<file path="config.mk">
export PLATFORM = sky130hd
export DESIGN_NAME = word_affix_number_classifier
export DESIGN_NICKNAME = d
export VERILOG_FILES = /design/src/design/wanc_pkg.sv /design/src/design/word_affix_number_classifier.sv
export SDC_FILE = /design/constraint.sdc
export NUM_CORES = 1
export LEC_CHECK = 0
export ABC_CLOCK_PERIOD_IN_PS = 2200
export BUFFER_PORTS_ARGS = -buffer_cell sky130_fd_sc_hd__buf_2
export CORE_MARGIN = 1.5
export CORE_UTILIZATION = 55
export DETAILED_ROUTE_END_ITERATION = 10
export GPL_ROUTABILITY_DRIVEN = 0
export PLACE_DENSITY_LB_ADDON = 0.2
export SETUP_SLACK_MARGIN = 0.1
export SLEW_MARGIN = 10
export SYNTH_ARGS = -nofsm -noshare
export SYNTH_HDL_FRONTEND = slang
export SYNTH_SLANG_ARGS = --single-unit
</file>
<file path="constraint.sdc">
create_clock -name clk -period 2.2 [get_ports clk]
set_input_delay 0.22 -clock clk [delete_from_list [all_inputs] [get_ports clk]]
set_output_delay 0.22 -clock clk [all_outputs]
set_load 0.1 [all_outputs]
</file>
<file path="src/design/wanc_pkg.sv">
package wanc_pkg;

	localparam int CharW    = 21;
	localparam int LenW     = 3;
	localparam int NumPrefix = 7;
	localparam int NumSuffix = 11;
	localparam int PrefixW  = 3;
	localparam int SuffixW  = 4;

	localparam logic [LenW-1:0] LenSat = 3'd4;

	typedef logic [CharW-1:0] char_t;

	localparam char_t ChPlus    = 21'h00002B;
	localparam char_t ChMinus   = 21'h00002D;
	localparam char_t ChDot     = 21'h00002E;
	localparam char_t ChZero    = 21'h000030;
	localparam char_t ChNine    = 21'h000039;
	localparam char_t ChLowE    = 21'h000065;
	localparam char_t ChUpE     = 21'h000045;
	localparam char_t ChLowD    = 21'h000064;
	localparam char_t ChUpD     = 21'h000044;
	localparam char_t ChAsciiEnd = 21'h000080;

	localparam char_t ArabicDigitLo  = 21'h000660;
	localparam char_t ArabicDigitHi  = 21'h000669;
	localparam char_t ExtArabicLo    = 21'h0006F0;
	localparam char_t ExtArabicHi    = 21'h0006F9;
	localparam char_t DevanagariLo   = 21'h000966;
	localparam char_t DevanagariHi   = 21'h00096F;

	// Affix entry: length and up to three characters. Prefixes are stored from
	// the start of the word, suffixes from the end of the word backward.
	typedef struct packed {
		logic [1:0] len;
		char_t      ch2;
		char_t      ch1;
		char_t      ch0;
	} affix_t;

	localparam affix_t PrefixTab [NumPrefix] = '{
		'{2'd1, 21'h0, 21'h0,      21'h0623},
		'{2'd2, 21'h0, 21'h0644,   21'h0627},
		'{2'd1, 21'h0, 21'h0,      21'h0646},
		'{2'd1, 21'h0, 21'h0,      21'h0633},
		'{2'd1, 21'h0, 21'h0,      21'h062A},
		'{2'd1, 21'h0, 21'h0,      21'h064A},
		'{2'd1, 21'h0, 21'h0,      21'h0622}
	};

	localparam affix_t SuffixTab [NumSuffix] = '{
		'{2'd3, 21'h062A, 21'h064A, 21'h0646},
		'{2'd2, 21'h0,    21'h062A, 21'h064A},
		'{2'd2, 21'h0,    21'h064A, 21'h0646},
		'{2'd2, 21'h0,    21'h0648, 21'h0646},
		'{2'd2, 21'h0,    21'h0627, 21'h0646},
		'{2'd2, 21'h0,    21'h062A, 21'h0627},
		'{2'd2, 21'h0,    21'h0622, 21'h062A},
		'{2'd2, 21'h0,    21'h0627, 21'h062A},
		'{2'd1, 21'h0,    21'h0,    21'h0627},
		'{2'd1, 21'h0,    21'h0,    21'h0629},
		'{2'd1, 21'h0,    21'h0,    21'h062A}
	};

	function automatic logic is_wide_digit(input char_t c);
		return (c >= ArabicDigitLo && c <= ArabicDigitHi) ||
			(c >= ExtArabicLo && c <= ExtArabicHi) ||
			(c >= DevanagariLo && c <= DevanagariHi);
	endfunction

endpackage

</file>
<file path="src/design/word_affix_number_classifier.sv">
// A character item is registered in the input stage on acceptance and processed there;
// a word's result is registered onto m_tvalid as its last character leaves that stage.
// Throughput: one character item per cycle, set by the single input register stage and
// the result register; a waiting result stalls only a following last character.
// Reset (arst_n low, asynchronous): word state cleared, reduced mode off, no result pending.
module word_affix_number_classifier import wanc_pkg::*; (
	input  logic        clk,
	input  logic        arst_n,
	input  logic        s_tvalid,
	output logic        s_tready,
	input  logic [23:0] s_tdata,   // [20:0] char_code, [23:21] zero
	input  logic        s_tlast,   // last_char
	output logic        m_tvalid,
	input  logic        m_tready,
	output logic [7:0]  m_tdata,   // [2:0] prefix_class, [6:3] suffix_class, [7] is_number
	input  logic        cfg_valid,
	output logic        cfg_ready,
	input  logic        cfg_data   // reduced_mode
);

	logic                 valid_s1;
	char_t                char_s1;
	logic                 last_s1;
	logic                 adv_s1;

	logic                 reduced_q;
	logic [LenW-1:0]      len_q;
	char_t                first_q [2];
	char_t                recent_q [3];
	logic                 failed_q;
	logic                 digit_q;
	logic                 prev_digit_q;

	logic                 m_valid_q;
	logic [PrefixW-1:0]   prefix_q;
	logic [SuffixW-1:0]   suffix_q;
	logic                 number_q;

	logic [LenW-1:0]      len_nx;
	char_t                first_nx [2];
	char_t                recent_nx [3];
	logic                 failed_nx;
	logic                 digit_nx;
	logic                 ascii_digit;
	logic                 is_num;
	logic [PrefixW-1:0]   prefix_nx;
	logic [SuffixW-1:0]   suffix_nx;

	assign adv_s1    = valid_s1 && (!last_s1 || !m_valid_q || m_tready);
	assign s_tready  = !valid_s1 || adv_s1;
	assign cfg_ready = 1'b1;
	assign m_tvalid  = m_valid_q;
	assign m_tdata   = {number_q, suffix_q, prefix_q};

	always_comb begin
		logic ok;
		ascii_digit = (char_s1 >= ChZero) && (char_s1 <= ChNine);
		failed_nx   = failed_q;
		digit_nx    = digit_q;
		if (len_q == '0 && (char_s1 == ChPlus || char_s1 == ChMinus)) begin
			// A leading sign is allowed.
		end else if (char_s1 < ChAsciiEnd) begin
			if (ascii_digit) begin
				digit_nx = 1'b1;
			end else if (char_s1 == ChDot) begin
			end else if ((char_s1 == ChLowE || char_s1 == ChUpE) && prev_digit_q && !last_s1) begin
			end else if ((char_s1 == ChLowD || char_s1 == ChUpD) && last_s1) begin
			end else begin
				failed_nx = 1'b1;
			end
		end else if (is_wide_digit(char_s1)) begin
			digit_nx = 1'b1;
		end else begin
			failed_nx = 1'b1;
		end

		first_nx[0]  = (len_q == 3'd0) ? char_s1 : first_q[0];
		first_nx[1]  = (len_q == 3'd1) ? char_s1 : first_q[1];
		recent_nx[0] = char_s1;
		recent_nx[1] = recent_q[0];
		recent_nx[2] = recent_q[1];
		len_nx       = (len_q < LenSat) ? len_q + 3'd1 : len_q;

		is_num = !failed_nx && digit_nx;

		// Walk the tables from the lowest priority up so the first match wins.
		prefix_nx = '0;
		for (int i = NumPrefix - 1; i >= 0; i--) begin
			ok = len_nx > {1'b0, PrefixTab[i].len};
			if (first_nx[0] != PrefixTab[i].ch0) ok = 1'b0;
			if (PrefixTab[i].len > 2'd1 && first_nx[1] != PrefixTab[i].ch1) ok = 1'b0;
			if (ok) prefix_nx = PrefixW'(i + 1);
		end

		suffix_nx = '0;
		for (int i = NumSuffix - 1; i >= 0; i--) begin
			ok = len_nx > {1'b0, SuffixTab[i].len};
			if (recent_nx[0] != SuffixTab[i].ch0) ok = 1'b0;
			if (SuffixTab[i].len > 2'd1 && recent_nx[1] != SuffixTab[i].ch1) ok = 1'b0;
			if (SuffixTab[i].len > 2'd2 && recent_nx[2] != SuffixTab[i].ch2) ok = 1'b0;
			if (ok) suffix_nx = SuffixW'(i + 1);
		end

		if (is_num || reduced_q) begin
			prefix_nx = '0;
			suffix_nx = '0;
		end
	end

	always_ff @(posedge clk or negedge arst_n) begin
		if (!arst_n) begin
			valid_s1     <= 1'b0;
			reduced_q    <= 1'b0;
			len_q        <= '0;
			first_q      <= '{default: '0};
			recent_q     <= '{default: '0};
			failed_q     <= 1'b0;
			digit_q      <= 1'b0;
			prev_digit_q <= 1'b0;
			m_valid_q    <= 1'b0;
		end else begin
			if (cfg_valid && cfg_ready) reduced_q <= cfg_data;
			if (s_tready) valid_s1 <= s_tvalid;

			if (adv_s1) begin
				if (last_s1) begin
					len_q        <= '0;
					first_q      <= '{default: '0};
					recent_q     <= '{default: '0};
					failed_q     <= 1'b0;
					digit_q      <= 1'b0;
					prev_digit_q <= 1'b0;
				end else begin
					len_q        <= len_nx;
					first_q      <= first_nx;
					recent_q     <= recent_nx;
					failed_q     <= failed_nx;
					digit_q      <= digit_nx;
					prev_digit_q <= ascii_digit;
				end
			end

			if (adv_s1 && last_s1) begin
				m_valid_q <= 1'b1;
			end else if (m_tready) begin
				m_valid_q <= 1'b0;
			end
		end
	end

	always_ff @(posedge clk) begin
		if (s_tready && s_tvalid) begin
			char_s1 <= s_tdata[CharW-1:0];
			last_s1 <= s_tlast;
		end
		if (adv_s1 && last_s1) begin
			prefix_q <= prefix_nx;
			suffix_q <= suffix_nx;
			number_q <= is_num;
		end
	end

	a_num_no_class: assert property (@(posedge clk) disable iff (!arst_n)
		(m_valid_q && number_q) |-> (prefix_q == '0 && suffix_q == '0))
		else $error("number result carries an affix class");

	a_suffix_range: assert property (@(posedge clk) disable iff (!arst_n)
		m_valid_q |-> (suffix_q <= SuffixW'(NumSuffix)))
		else $error("suffix class out of range");

	a_len_sat: assert property (@(posedge clk) disable iff (!arst_n)
		len_q <= LenSat)
		else $error("length counter beyond saturation");

	a_word_end_clear: assert property (@(posedge clk) disable iff (!arst_n)
		(adv_s1 && last_s1) |=> (len_q == '0 && m_valid_q))
		else $error("word end did not clear state or post a result");

endmodule
</file>
Word-level counts from Yosys, hierarchy flattened. Index checks and enable logic that the tools add are counted.

Output and inout port bits: 11. Register bits after elaboration: 123.

Reductions and logical operators: 32. Add/subtract/negate cells: 1. Muxes and demuxes: 65. $lt $le $gt $ge: 13. Equal/unequal tests: 27.

Operators by type and width (count): 21-bit by 11-bit inequality test with 1-bit output (second input constant) (19); 21-bit by 7-bit equality test with 1-bit output (second input constant) (4); 21-bit by 6-bit equality test with 1-bit output (second input constant) (3); 63-bit two-way mux (1); 1-bit two-way mux (43); 21-bit by 11-bit greater-or-equal comparator with 1-bit output (second input constant) (2); 21-bit by 11-bit less-or-equal comparator with 1-bit output (second input constant) (2); 21-bit two-way mux (2); 42-bit two-way mux (1); 3-bit two-way mux (10); 21-bit by 12-bit greater-or-equal comparator with 1-bit output (second input constant) (1); 21-bit by 6-bit greater-or-equal comparator with 1-bit output (second input constant) (1); 21-bit by 12-bit less-or-equal comparator with 1-bit output (second input constant) (1); 21-bit by 6-bit less-or-equal comparator with 1-bit output (second input constant) (1); 21-bit by 8-bit < comparator with 1-bit output (second input constant) (1); 4-bit two-way mux (4); 1-bit logical AND (12); 1-bit logical OR (9); 2-bit two-way mux (4); 4-bit OR reduction (2); 8-bit OR reduction (1); 3-bit by 2-bit greater-than comparator with 1-bit output (second input constant) (2); 1-bit zero test (4); 2-bit OR reduction (2); other kinds (6) (6).

Longest topological paths before layout.
Depth after elaboration: 15. Depth in mapped cells: 10. Depth with buffers taken out: 8.

Worst setup path after synthesis. OpenSTA, ideal clock, no wires.

Path kind: flip-flop to flip-flop. From: reg m_valid_q (netlist: m_tvalid). To: reg char_s1[0] (enable). Period minus slack after synthesis: 2.527 ns. Data arrival time: 2.147 ns. Stages on the path, launching flop included: 4. Data required time: 1.819 ns. Slack: -0.327 ns. Path buffers: 0. Cell sequence: dfrtp_1 > nand3b_1 > or2_2 > and2_1.

Word-level cells in the longest chain between the ends: 6.

Ends and longest elaborated chain: start: declaration (RTL line word_affix_number_classifier.sv:34) `logic m_valid_q;`; start signal: assignment (RTL line word_affix_number_classifier.sv:120) `m_valid_q <= 1'b0;`; start signal: assignment (RTL line word_affix_number_classifier.sv:144) `m_valid_q <= 1'b1;`; start signal: assignment (RTL line word_affix_number_classifier.sv:146) `m_valid_q <= 1'b0;`; 1-bit zero test (RTL line word_affix_number_classifier.sv:49) `assign adv_s1 = valid_s1 && (!last_s1 || !m_valid_q || m_tready);`; 1-bit logical OR (2 in a row) (RTL line word_affix_number_classifier.sv:49); 1-bit logical AND (RTL line word_affix_number_classifier.sv:49); 1-bit logical OR (RTL line word_affix_number_classifier.sv:50) `assign s_tready = !valid_s1 || adv_s1;`; named net s_tready (RTL line word_affix_number_classifier.sv:10) `output logic s_tready,`; 1-bit logical AND (RTL line word_affix_number_classifier.sv:152) `if (s_tready && s_tvalid) begin`; end signal: assignment (RTL line word_affix_number_classifier.sv:153) `char_s1 <= s_tdata[CharW-1:0];`; end: declaration (RTL line word_affix_number_classifier.sv:22) `char_t char_s1;`.

The timed path passes the listed nets, and every way through them passes these cells. A chain may end at the register's enable or synchronous reset.

Worst setup path after layout.
From: reg char_s1[9]. To: reg prefix_q[0] (data pin).

Word-level cells in the longest chain between the ends: 12.

Ends and longest elaborated chain: branches (longest 12 deep; another with 21-bit by 11-bit greater-or-equal comparator with 1-bit output); end signal: assignment (RTL line word_affix_number_classifier.sv:157) `prefix_q <= prefix_nx;`; end: declaration (RTL line word_affix_number_classifier.sv:35) `logic [PrefixW-1:0] prefix_q;`.

Parallel ways; which one is timed is not known.

==> results.sh <==
export IMPL_die_area_sq_mm=0.0116
export IMPL_violations="negative setup slack"
export IMPL_tightest_slew_ps=738
export IMPL_ir_drop_mv=0.820
export IMPL_drt_wl_total_mm=16.2
export IMPL_most_common_layout_cells="150 x nand2_1, 92 x dfrtp_1, 73 x buf_4"
export IMPL_leakage_uw=0.00337
export IMPL_worstPathRequired_ps=2480
export IMPL_synthCells=626
export IMPL_synthArstFlopShare_pct=75.6
export IMPL_synth_edf_count=30
export IMPL_htreeDepth=4
export IMPL_yosysTopAreaCell="dfrtp_1"
export IMPL_post_route_drc_count=0
export IMPL_hold_ws_ps=273
export IMPL_drive_gt1_share_pct=22.9
export IMPL_arrival_ps=2560
export IMPL_synth_warnings=0
export IMPL_reg2reg_slack_ps=-80
export IMPL_final_common_cell="nand2_1"
export IMPL_nNetsFinal=768
export IMPL_max_stage_delay_ps=540
export IMPL_finalMaxSlewViolations=0
export IMPL_drtIter0Drc=521
export IMPL_crit_top_cell="or4_4"
export IMPL_clock_fmax_ghz=0.439
export IMPL_fp_row_count=38
export IMPL_synth_net_count=660
export IMPL_yosysSeqAreaShare_pct=53.3
export IMPL_stdcell_count=887
export IMPL_overflow=0
export IMPL_synth_top_area_share_pct=38.4
export IMPL_final_hold_violation_count=0
export IMPL_syn_avg_cell_area_sq_um=9.67
export IMPL_cts_num_sinks=123
export IMPL_critical_path_max_fanout=3
export IMPL_wl_met1_mm=6.77
export IMPL_root_buffer="clkbuf_8"
export IMPL_antenna_cells=0
export IMPL_slew_headroom_pct=50.8
export IMPL_wl_per_cell_um=18.3
export IMPL_finish_utilization_pct=71.9
export IMPL_synth_cell_type_count=60
export IMPL_crit_type="reg -> reg"
export IMPL_grt_pass1_vias=5209
export IMPL_met3_length_mm=1.12
export IMPL_numPortBuffers=37
export IMPL_hpwl_mm=10.6
export IMPL_dr_wl_met2_mm=7.93
export IMPL_clk_path_buf_depth=2
export IMPL_dr_pass1_iters=5
export IMPL_crit_slowest_cell="or4_4"
export IMPL_dp_cells=820
export IMPL_cts_tree="yes"
export IMPL_initial_utilization_pct=56.1
export IMPL_clk_latency_ps=530
export IMPL_synth_seq_cells=123
export IMPL_final_setup_worst_slack_ps=-79.1
export IMPL_max_cap_viol_count=0
export IMPL_critPathLaunchType="flop"
export IMPL_end_kind="flop"
export IMPL_path_buf_inv=0
export IMPL_grt_pass1_wl_mm=26.7
export IMPL_top_layer="met4"
export IMPL_worstPathCellList="or4_4, or4_4, a211oi_4, o2111ai_2, nand4bb_1, a21oi_1"
export IMPL_synthTopCellsByArea="dfrtp_1 38%, edfxtp_1 15%, nand2_1 9.4%, nand3b_1 5.5%, a22oi_1 5.2%"
export IMPL_grt_max_degree=85
export IMPL_via_per_inst=6.00
export IMPL_status="finished, violations left"
export IMPL_die_w_um=108
export IMPL_grt_util_all_layers_pct=30.5
export IMPL_rsz0062_at_grt="yes"
export IMPL_vias=5319
export IMPL_p_per_area_mw_per_mm2=1060
export IMPL_synth_area_sq_mm=0.00605
export IMPL_finalSetupViolCount=5
export IMPL_rr_worst_depth=6
export IMPL_core_sq_mm=0.0108
export IMPL_ios=42
export IMPL_hold_class="in -> async"
export IMPL_worst_path_stages=6
export IMPL_clk_pin_slew_worst_paths_ps=60
export IMPL_antenna_found_initial=0
export IMPL_drtAntennaViolNets=0
export IMPL_die_h_um=108
export IMPL_r2r_start="char_s1[9]"
export IMPL_cts_buffers=17
export IMPL_period_share_pct=104
export IMPL_reg2reg_to="prefix_q[0]"
export IMPL_syn_to_final_growth_pct=28.2
export IMPL_fin_skew_ps=10.6
export IMPL_synthFlopType="dfrtp_1"
export IMPL_crit_family="simple AND/OR/NAND/NOR gates"
export IMPL_fin_crit_ps=2280
## kinds of logic after synthesis
family                     synth area share (%)
AOI/OAI and AO/OA                          14.1
xor gates and xnor gates                  0.289
adders and majority gates                 0.620
buffers and inverters                      3.99
DFF                                        53.3
muxes                                      1.41
other                                    0.0619
and+or+nand+nor                            26.2
## state kept, by name, indices dropped and copies added, names as in the netlist, 3 cells and up
signal,flops
first_q,42
recent_nx,42
char_s1,21
suffix_q,4
len_q,3
prefix_q,3
## how the worst max path moves through the flow
stage	endpoint	start	slack, ps
finish	prefix_q[0]	char_s1[9]	-80
global route	prefix_q[2]	char_s1[9]	-150
CTS	prefix_q[1]	char_s1[9]	-60
detailed placement	suffix_q[3]	char_s1[14]	-130
global placement	suffix_q[3]	char_s1[14]	-80
floorplan	prefix_q[1]	char_s1[9]	-30
## metrics by stage
stage	setup TNS (ps)	worst slack [ps]	power [uW]	instance area, sq um
after floorplan	-49.7	-25.2	4520	6070
after global placement	-162	-75.0	5210	6730
after detailed placement	-495	-134	5320	6730
after CTS	-154	-60.8	8170	7670
after global routing	-657	-150	8710	7760
final	-270	-79.1	8250	7760
## worst reg2reg max path, cell delays in order (launching register included)
cell	delay [ps]
edfxtp_1	380
or4_4	540
or4_4	440
a211oi_4	240
o2111ai_2	200
nand4bb_1	160
a21oi_1	60
## synthesized netlist by cell type, types with 10 or more instances
library cell,count
nand2_1,151
dfrtp_1,93
nand3b_1,44
a22oi_1,42
clkbuf_1,41
o21ai_0,40
edfxtp_1,30
nor2_1,14
nor3_1,12
nor4_1,12
o21ai_1,10
## metal layers
layer	GRT usage (%)	up-vias
met5	0	-
met4	10.2	0
met3	7.20	38
met2	48.8	213
met1	41.2	2588
li1	-	2480
## power breakdown
part	internal [uW]	switching, uW	total [uW]
registers	2840	410	3250
logic	974	1250	2220
clock network	1800	978	2780
## repair_timing
item                                   in CTS  in global routing
buffers inserted                            5                  3
hold buffers                               27                  0
setup endpoints to repair                  26                 26
pin swaps                                   5                  7
endpoints found under the hold margin      71                  0
resized for setup                          14                 13
## cell type report
class,count,area [sq um]
multi-input combinational,446,2710
sequential,123,3230
fill,779,3030
clock buffer,25,507
timing repair buffer,137,1020
tap,140,175
clock inverter,7,85.1
inverter,9,33.8
Power figures use the tool's default switching activity.
